## config.mk

```make
export PLATFORM = sky130hd
export DESIGN_NAME = cfa_div_stage
export DESIGN_NICKNAME = d
export VERILOG_FILES = /design/src/rtl/cfa_pkg.sv /design/src/rtl/cfa_div_stage.sv
export SDC_FILE = /design/constraint.sdc
export NUM_CORES = 1
export LEC_CHECK = 0
export BUFFER_PORTS_ARGS = -buffer_cell sky130_fd_sc_hd__buf_2
export CORE_AREA = 4 4 309 311
export DETAILED_ROUTE_END_ITERATION = 16
export DIE_AREA = 0 0 313 315
export SLEW_MARGIN = 20
export SYNTH_ARGS = -nofsm -noshare
export SYNTH_HDL_FRONTEND = slang
export SYNTH_SLANG_ARGS = --single-unit
```

## constraint.sdc

```tcl
create_clock -name clk -period 6.5 [get_ports clk]
set_input_delay 1.3 -clock clk [delete_from_list [all_inputs] [get_ports clk]]
set_output_delay 1.3 -clock clk [all_outputs]
set_load 0.01 [all_outputs]
```

## src/rtl/cfa_pkg.sv

```systemverilog
package cfa_pkg;

  // Default number of fraction bits of every Q part
  localparam int unsigned FRAC_BITS_DEF = 16;
  // Quotient bits resolved by the divider (one per stage)
  localparam int unsigned QB = 33;
  // Width of the divisor |b|^2 and of an operand magnitude
  localparam int unsigned ZW = 64;
  // Width of the partial remainder
  localparam int unsigned RW = ZW + QB;
  // Cycles from the accepting edge to the edge that takes the result
  localparam int unsigned LAT = QB + 5;

  typedef enum logic [1:0] {
    OP_ADD = 2'd0,
    OP_SUB = 2'd1,
    OP_MUL = 2'd2,
    OP_DIV = 2'd3
  } op_t;

  typedef struct packed {
    logic [31:0] val;
    logic        ovf;
  } sat_t;

  // One item as it travels through the divider stages
  typedef struct packed {
    op_t           op;
    logic          dz;
    logic [ZW-1:0] z;
    logic          neg_re;
    logic          neg_im;
    logic          big_re;
    logic          big_im;
    logic [RW-1:0] rem_re;
    logic [RW-1:0] rem_im;
    logic [QB-1:0] q_re;
    logic [QB-1:0] q_im;
    logic [31:0]   pre_re;
    logic [31:0]   pre_im;
    logic          pre_ovf;
  } item_t;

  // Saturate a full-width signed value to 32 bits
  function automatic sat_t sat66(input logic signed [65:0] v);
    sat_t s;
    s.ovf = 1'b0;
    s.val = v[31:0];
    if (v > 66'sh0_0000_0000_7FFF_FFFF) begin
      s.val = 32'h7FFF_FFFF;
      s.ovf = 1'b1;
    end else if (v < -66'sh0_0000_0000_8000_0000) begin
      s.val = 32'h8000_0000;
      s.ovf = 1'b1;
    end
    return s;
  endfunction

  // Apply sign and saturation to an unsigned quotient
  function automatic sat_t pack_q(input logic neg, input logic big, input logic [QB-1:0] q);
    sat_t        s;
    logic [QB-1:0] lim;
    lim   = neg ? QB'(33'h0_8000_0000) : QB'(33'h0_7FFF_FFFF);
    s.ovf = 1'b0;
    s.val = neg ? (32'd0 - q[31:0]) : q[31:0];
    if (big || q > lim) begin
      s.ovf = 1'b1;
      s.val = neg ? 32'h8000_0000 : 32'h7FFF_FFFF;
    end
    return s;
  endfunction

endpackage

```

## src/rtl/cfa_div_stage.sv

```systemverilog
module cfa_div_stage #(
  parameter int unsigned SHIFT = 0
) (
  input  logic          clk,
  input  logic          rst_n,
  input  logic          in_valid,
  input  cfa_pkg::item_t in_item,
  output logic          out_valid,
  output cfa_pkg::item_t out_item
);
  import cfa_pkg::*;

  logic          v_r;
  item_t         item_r;
  item_t         item_nxt;
  logic [RW-1:0] zs;

  // Resolve one quotient bit of each part
  always_comb begin
    zs       = RW'(in_item.z) << SHIFT;
    item_nxt = in_item;
    if (in_item.rem_re >= zs) begin
      item_nxt.rem_re      = in_item.rem_re - zs;
      item_nxt.q_re[SHIFT] = 1'b1;
    end
    if (in_item.rem_im >= zs) begin
      item_nxt.rem_im      = in_item.rem_im - zs;
      item_nxt.q_im[SHIFT] = 1'b1;
    end
  end

  // Advance the valid bit
  always_ff @(posedge clk) begin
    if (!rst_n) begin
      v_r <= 1'b0;
    end else begin
      v_r <= in_valid;
    end
  end

  // Advance the payload
  always_ff @(posedge clk) begin
    item_r <= item_nxt;
  end

  assign out_valid = v_r;
  assign out_item  = item_r;

endmodule

```

==> impl_metrics.yaml, run 1 <==
min_path:
  worstHoldStart: "in_item[24]"
  hold-path-endpoint: "out_item[24]"
  hold_depth: 1
  hold_class: "in2reg"
global_routing:
  grt_overflow: 0
  grt_max_degree: 120
  antenna_found_initial: 68
  grt_pass1_vias: 19500
  grt_use_total_pct: 21.6
  grt_pass1_wl_mm: 151
power:
  switching_share_pct: 32.7
  ir_drop_mv: 0.188
  power.leakage_nw: 12.0
  pwr-share-comb_pct: 24.8
  power.density_nw_per_um2: 288
  internal-power_mw: 5.15
  switchingPower_mw: 2.50
  power_frac_clock_pct: 38.6
  p_seq_share_pct: 36.6
cells_and_area:
  drive_gt1_share_pct: 30.2
  nets: 3576
  n_fill_cell: 10200
  area_growth_pct: 37.0
floorplan:
  rows: 112
  die_w_um: 313
  io_pins: 796
  dieHeight_um: 315
  die_area_um2: 98600
  core-area_um2: 92800
  initial_core_util_pct: 20.9
yosys:
  synth_edf_count: 0
  synthesis.nets: 2802
  ys_ff_latch: 397
  ys_async_sr_fraction_pct: 0
  ys_types: 71
  synth_area_leaders: "dfxtp_1 (41%), ha_1 (8.3%), a21oi_1 (6.1%)"
  syn_area_um2: 19300
  synth_cells: 2273
  synth_top_area_share_pct: 41.1
  yosysWarnings: 0
  yosysTopAreaCell: "dfxtp_1"
  syn_area_per_cell_um2: 8.51
  synth-seq-area-share_pct: 41.1
  synth-main-ff-cell: "dfxtp_1"
  synth_top_cells_by_count: "dfxtp_1 (397), a21oi_1 (236), nand2_1 (221), nor2_1 (190), o21ai_0 (170)"
  yosysMostFrequentCell: "dfxtp_1"
clock_tree:
  post_cts_resized: 0
  tritoncts: "built"
  cts_sinks: 397
  hold_buffers: 0
  postCtsSetupBuffers: 0
  cts_root_buf: "clkbuf_16"
  cts_buffers: 50
  htree_num_levels: 2
  clockBufferDepth: 3
  clk_pin_slew_worst_paths_ns: 0.06
routing:
  wire_per_inst_um: 25.7
  firstDrtPassIters: 6
  finalWirelength_mm: 112
  drtAntennaViolNets: 0
  via_count: 20500
  via_per_inst: 4.69
  post-route-drc-count: 0
  drt_iter0_drc: 1658
timing:
  grt_setup_unrepaired: "no"
  max-slew-margin-rel_pct: 28.0
  setup_violations: 0
  hold_viol_final: 0
  clock.fmax_ghz: 0.192
  timing.setup.tns_ns: 0
  period_needed_ns: 5.20
  setup_ws_ns: 1.30
  slew_viol_final: 0
  tightest_slew_ns: 1.07
  min_period_over_period_pct: 79.9
setup_path:
  endpoint_kind: "flip-flop"
  startpoint_type: "input port"
  path_delay_family: "simple AND/OR/NAND/NOR gates"
  cp_slowest_cell: "o41ai_1"
  cpPeakStageDelay_ns: 0.86
  path_class: "in2reg"
  crit_buf_inv: 3
  worstPathArrival_ns: 5.70
  required_ns: 7.00
  cp_cell_sequence: "buf_2 > inv_1 > ha_1 > nand4_1 > or2_1 > or4_1 > nand4bb_1 > nor3b_1 > buf_4 > o41ai_1 > a31oi_1 > nor2_1 > nand3b_1 > nor3_1 > xor2_1"
  cp_max_fo: 7
flow_run:
  cap_violations: 0
place:
  gp_congestion: 0.976
  port_buffers: 795
  hpwl_mm: 97.4
  pre_cts_ws_ns: 0.731
outcome:
  status: "finished clean"
sequential cells by signal, summed over array words and instances, names as in the netlist:
signal / cells
out_item: 396
out_valid: 1
routing by layer:
| layer | vias to the layer above | wire [um] | global-route usage [%] |
|---|---|---|---|
| met5 | - | 349 | 0 |
| met4 | 58 | 4150 | 7.56 |
| met3 | 206 | 12800 | 9.45 |
| met2 | 1111 | 53200 | 36.8 |
| met1 | 9441 | 41900 | 24.1 |
| li1 | 9655 | - | - |
layout make-up:
cell class              count  area (um2)  share of cell area, %
repair buffers            813        4130                   15.6
clock buffers              76        1490                   5.62
well taps                1254        1570                   5.92
clock inverters            16         248                  0.934
multi-input cells        1679       10700                   40.3
diodes                     22        55.1                  0.208
flip-flops and latches    397        7950                   30.0
inverters                 106         398                   1.50
logic make-up (layout without fill, tap and decap cells):
family	Yosys count	count (layout)	share of synthesized area, %
simple gates	718	718	17.7
xor+xnor	182	182	8.24
fa+ha+maj	130	130	8.48
buf+inv	197	1011	3.85
mux	17	17	0.976
compound gates	632	632	19.6
flops	397	397	41.1
other cells	0	22	0
how the worst max path moves through the flow:
stage / startpoint / to / depth (start not counted)
after floorplan: in_item[347] / out_item[321] / 14
after global placement: in_item[366] / out_item[304] / 15
after detailed placement: in_item[366] / out_item[300] / 15
after CTS: in_item[366] / out_item[300] / 15
after global routing: in_item[366] / out_item[300] / 15
final: in_item[365] / out_item[300] / 15
placed cells by master (no fill, tap or decap), drive strengths merged, types with 12 or more instances in the layout:
cell type,Yosys,routed
ha,128,128
a31oi,17,17
a21o,47,47
xor2,92,92
a211oi,12,12
xnor2,90,90
or3,16,16
nand2,221,221
clkbuf,78,76
nand3,35,35
nor3,57,57
nand2b,22,22
o21ai,170,170
dfxtp,397,397
buf,13,813
nor2,191,191
o31ai,13,13
o211ai,16,16
o21a,17,17
and3,19,19
nor4,27,27
diode,0,22
mux2,15,15
a21oi,238,238
nand4,66,66
inv,106,106
o21bai,31,31
or4,13,13
through the flow:
step	utilization [%]	std cells	total power, mW	area [um2]	hold slack (ns)
after floorplan	-	2273	3.79	19300	1.33
after global placement	26.6	4249	4.78	24700	1.40
after detailed placement	26.6	4249	4.76	24700	1.40
after CTS	28.5	4341	7.78	26500	0.696
after global routing	28.5	4346	8.03	26500	0.710
final	28.6	4363	7.65	26500	0.768
power groups by stage:
stage	Sequential (mW)	Clock (mW)	Combinational, mW
floorplan	2.98	0	0.803
global placement	2.86	0	1.92
detailed placement	2.85	0	1.91
CTS	2.81	3.06	1.92
global route	2.83	3.15	2.06
finish	2.80	2.95	1.90
(Power assumes the default switching activity.)
==> inputs of run 2 (changes only) <==
==> constraint.sdc (replaced) <==
create_clock -name clk -period 4.9 [get_ports clk]
set_input_delay 0.98 -clock clk [delete_from_list [all_inputs] [get_ports clk]]
set_output_delay 0.98 -clock clk [all_outputs]
set_load 0.01 [all_outputs]
==> impl_metrics.yaml, run 2 (synthesized netlist as in run 1, its figures left out) <==
power:
  ir_drop_mv: 0.260
  power.density_nw_per_um2: 377
  power.leakage_nw: 13.2
global_routing:
  grt_pass1_wl_mm: 155
  grt_max_degree: 84
  antenna_found_initial: 62
  grt_use_total_pct: 22.1
  grt_overflow: 0
  grt_pass1_vias: 20700
clock_tree:
  postCtsSetupBuffers: 0
  hold_buffers: 0
  clk_pin_slew_worst_paths_ns: 0.07
  tritoncts: "built"
  cts_buffers: 52
  cts_sinks: 397
  htree_num_levels: 2
  cts_root_buf: "clkbuf_16"
  post_cts_resized: 0
  clockBufferDepth: 3
routing:
  via_per_inst: 4.63
  met1_length_mm: 42.8
  wl_met3_mm: 13.5
  wl_met2_mm: 52.8
  finalWirelength_mm: 115
  highest_layer: "met5"
  wire_per_inst_um: 25.0
  drt_iter0_drc: 1594
  post-route-drc-count: 0
  firstDrtPassIters: 5
  drtAntennaViolNets: 0
  via_count: 21200
flow_run:
  cap_violations: 0
timing:
  max-slew-margin-rel_pct: 34.2
  setup_violations: 0
  grt_setup_unrepaired: "no"
  tightest_slew_ns: 0.977
  slew_viol_final: 0
  clock.fmax_ghz: 0.226
  min_period_over_period_pct: 90.5
  period_needed_ns: 4.43
  hold_viol_final: 0
  timing.hold.ws_ns: 0.429
setup_path:
  required_ns: 5.43
  cp_cell_sequence: "buf_2 > inv_1 > ha_1 > a21o_1 > a2111oi_0 > buf_4 > o211ai_1 > and3_1 > nand2b_1 > a211oi_1 > buf_4 > o21ai_0 > a221o_1 > nand3_1 > buf_4 > nand3_1 > xnor2_1"
  cp_slowest_cell: "a2111oi_0"
  crit_path_frequent_cell: "buf_4"
  endpoint_kind: "flip-flop"
  worstPathArrival_ns: 4.96
  cp_max_fo: 6
  path_class: "in2reg"
  cpPeakStageDelay_ns: 0.51
  startpoint_type: "input port"
cells_and_area:
  drive_gt1_share_pct: 35.2
  largest_reg_flops: 396
  final_cell_mix: "buf_2 (795), dfxtp_1 (397), buf_4 (240)"
  nets: 3802
  final_common_cell: "buf_2"
  area_growth_pct: 46.4
  post-route-util_pct: 30.5
  n_fill_cell: 10100
floorplan:
  initial_core_util_pct: 20.9
  core-area_um2: 92800
  die_w_um: 313
  die_area_um2: 98600
  io_pins: 796
  rows: 112
  dieHeight_um: 315
place:
  port_buffers: 795
  gp_congestion: 0.970
  hpwl_mm: 99.9
outcome:
  status: "finished clean"
min_path:
  hold_class: "in2reg"
==> run 2: cell types whose count changed in the layout (fill, tap and decap cells not counted), sizes merged <==
cell,delta
buf,+224
bufinv,+4
clkbuf,-9
clkinv,+1
clkinvlp,+2
diode,-8
inv,+4
==> run 2: metal layers <==
metal  up-vias  track usage (%)
li1      10100                -
met1      9759             24.7
met2      1095             37.0
met3       217             9.81
met4        60             8.81
met5         -                0
==> run 2: layout make-up <==
cell class	instances	area [um2]	share of cell area (%)
multi-input combinational	1679	10700	37.7
antenna	14	35.0	0.124
inverter	106	398	1.40
clock inverter	27	420	1.48
tap	1254	1570	5.54
sequential	397	7950	28.1
timing repair buffer	1037	5820	20.5
clock buffer	67	1460	5.15
==> run 2: through the flow <==
step	area [um2]	setup TNS, ns	total power [mW]	cells	worst slack [ns]
final	28300	0	10.7	4581	0.467
after detailed placement	26400	-1.26	6.55	4473	-0.147
after CTS	28300	0	10.8	4567	0.552
after global placement	26400	-2.36	6.57	4473	-0.190
after floorplan	19300	0	5.02	2273	0.560
after global routing	28300	0	11.2	4569	0.264
==> run 2: path summary, 6_finish.rpt <==
kind | from | to | cells after the start
setup / recovery | in_item[344] | out_item[310] | 17
hold / removal | in_item[48] | out_item[48] | 1
==> run 2: critical path, delay by kind of cell <==
family | cells | cell delay [ns]
AO/OA/AOI/OAI | 6 | 2.05
buffers and inverters | 5 | 0.74
AND/OR/NAND/NOR | 4 | 0.67
adder cells (fa/ha/maj) | 1 | 0.40
XOR/XNOR | 1 | 0.14
==> run 2: where the power goes <==
part	internal [mW]	switching (mW)	leakage, nW
Combinational	1.10	1.65	8.91
Clock	2.54	1.64	0.900
Sequential	3.60	0.125	3.35
==> inputs of run 3 (changes only) <==
--- a/config.mk
+++ b/config.mk
@@ -6,9 +6,10 @@
 export NUM_CORES = 1
 export LEC_CHECK = 0
 export BUFFER_PORTS_ARGS = -buffer_cell sky130_fd_sc_hd__buf_2
-export CORE_AREA = 4 4 309 311
+export CORE_AREA = 4 4 306 308
+export CTS_CLUSTER_DIAMETER = 40
 export DETAILED_ROUTE_END_ITERATION = 16
-export DIE_AREA = 0 0 313 315
+export DIE_AREA = 0 0 310 312
 export SLEW_MARGIN = 20
 export SYNTH_ARGS = -nofsm -noshare
 export SYNTH_HDL_FRONTEND = slang
==> impl_metrics.yaml, run 3 (synthesized netlist as in run 1, its figures left out) <==
outcome:
  status: "finished clean"
routing:
  drt_iter0_drc: 1596
  finalWirelength_mm: 116
  via_count: 21500
  firstDrtPassIters: 5
  wire_per_inst_um: 25.3
  post-route-drc-count: 0
  via_per_inst: 4.69
  drtAntennaViolNets: 0
timing:
  period_needed_ns: 4.39
  tightest_slew_ns: 0.990
  slew_viol_final: 0
  hold_viol_final: 0
  setup_violations: 0
  timing.hold.ws_ns: 0.394
  setup_ws_ns: 0.509
  grt_setup_unrepaired: "no"
  min_period_over_period_pct: 89.6
  clock.fmax_ghz: 0.228
  max-slew-margin-rel_pct: 33.4
setup_path:
  cp_slowest_cell: "o41ai_1"
  cpPeakStageDelay_ns: 0.74
  startpoint_type: "input port"
  required_ns: 5.46
  crit_path_frequent_cell: "buf_4"
  cp_max_fo: 4
  endpoint_kind: "flip-flop"
  worst-path-stages: 16
  path_delay_family: "simple AND/OR/NAND/NOR gates"
  cp-startpoint: "in_item[369]"
  worstPathArrival_ns: 4.95
  crit_buf_inv: 4
  path_class: "in2reg"
  cp_cell_sequence: "buf_2 > inv_1 > ha_1 > nand4_1 > or2_1 > or4_1 > nand4bb_1 > nor3b_1 > buf_4 > o41ai_1 > a31oi_1 > nor2_1 > nand3b_1 > buf_4 > nor3_1 > xor2_1"
floorplan:
  die_area_um2: 96700
  initial_core_util_pct: 21.2
  rows: 111
  core-area_um2: 91100
  io_pins: 796
  dieHeight_um: 312
  die_w_um: 310
global_routing:
  met2_usage_pct: 37.5
  grt_pass1_wl_mm: 158
  grt_util_met1_pct: 25.8
  antenna_found_initial: 64
  grt_overflow: 0
  busiest_layer: "met2"
  grt_pass1_vias: 21500
  use_met3_pct: 9.15
  grt_use_total_pct: 23.0
  grt_max_degree: 95
cells_and_area:
  final_cell_mix: "buf_2 (795), dfxtp_1 (397), a21oi_1 (236)"
  final_common_cell: "buf_2"
  nets: 3829
  area_growth_pct: 53.9
  largest_reg_flops: 396
  drive_gt1_share_pct: 36.5
clock_tree:
  hold_buffers: 0
  post_cts_resized: 0
  htree_num_levels: 3
  clk_pin_slew_worst_paths_ns: 0.06
  cts_root_buf: "clkbuf_16"
  clockBufferDepth: 3
  postCtsSetupBuffers: 0
  cts_sinks: 397
  tritoncts: "built"
  cts_buffers: 94
flow_run:
  cap_violations: 0
power:
  ir_drop_mv: 0.309
  power.density_nw_per_um2: 445
  power.leakage_nw: 13.9
place:
  gp_congestion: 0.981
  port_buffers: 795
  pre_cts_ws_ns: -0.129
  hpwl_mm: 101
min_path:
  hold_depth: 1
  hold_class: "in2reg"
  hold-path-endpoint: "out_item[127]"
  worstHoldStart: "in_item[127]"
[run 3: cell types whose count changed in the layout (fill, tap and decap cells not counted), sizes merged]
cell      previous run  this run
buf               1037      1022
bufinv               8        14
clkbuf              67       106
clkinv               9        23
clkinvlp             6        12
diode               14        28
inv                110       127
[run 3: report_power, final]
group	leakage [nW]	internal (mW)	switching (mW)	total (mW)
registers	3.35	3.61	0.115	3.72
clock network	1.66	4.48	2.31	6.79
logic	8.85	1.09	1.66	2.75
[run 3: metrics by stage]
step	cell area (um2)	std cells	util, %	TNS (ns)	total power, mW
2_1_floorplan	19300	2273	-	0	5.02
3_3_place_gp	26200	4390	28.8	-0.822	6.56
3_5_place_dp	26200	4390	28.8	-0.860	6.54
5_1_grt	29700	4573	32.6	0	13.8
6_report	29800	4594	32.7	0	13.3
4_1_cts	29700	4566	32.6	0	13.4
[run 3: layer usage]
layer	wire length (um)	part of all wire (%)	up-vias
met5	310	0.27	-
met4	6640	5.7	48
met3	11800	10	239
met2	52900	46	1018
met1	44300	38	10000
li1	-	-	10200
[run 3: layout make-up]
| class | instances | area (um2) |
|---|---|---|
| Antenna cell | 28 | 70.1 |
| Clock buffer | 106 | 2490 |
| Clock inverter | 70 | 975 |
| Fill cell | 9740 | 61300 |
| Inverter | 106 | 398 |
| Multi-Input combinational cell | 1679 | 10700 |
| Sequential cell | 397 | 7950 |
| Tap cell | 1186 | 1480 |
| Timing Repair Buffer | 1022 | 5730 |
[run 3: how the worst max path moves through the flow]
stage,endpoint,slack (ns)
after floorplan,out_item[321],0.56
after global placement,out_item[310],-0.18
after detailed placement,out_item[318],-0.13
after CTS,out_item[318],0.60
after global routing,out_item[318],0.29
final,out_item[316],0.51
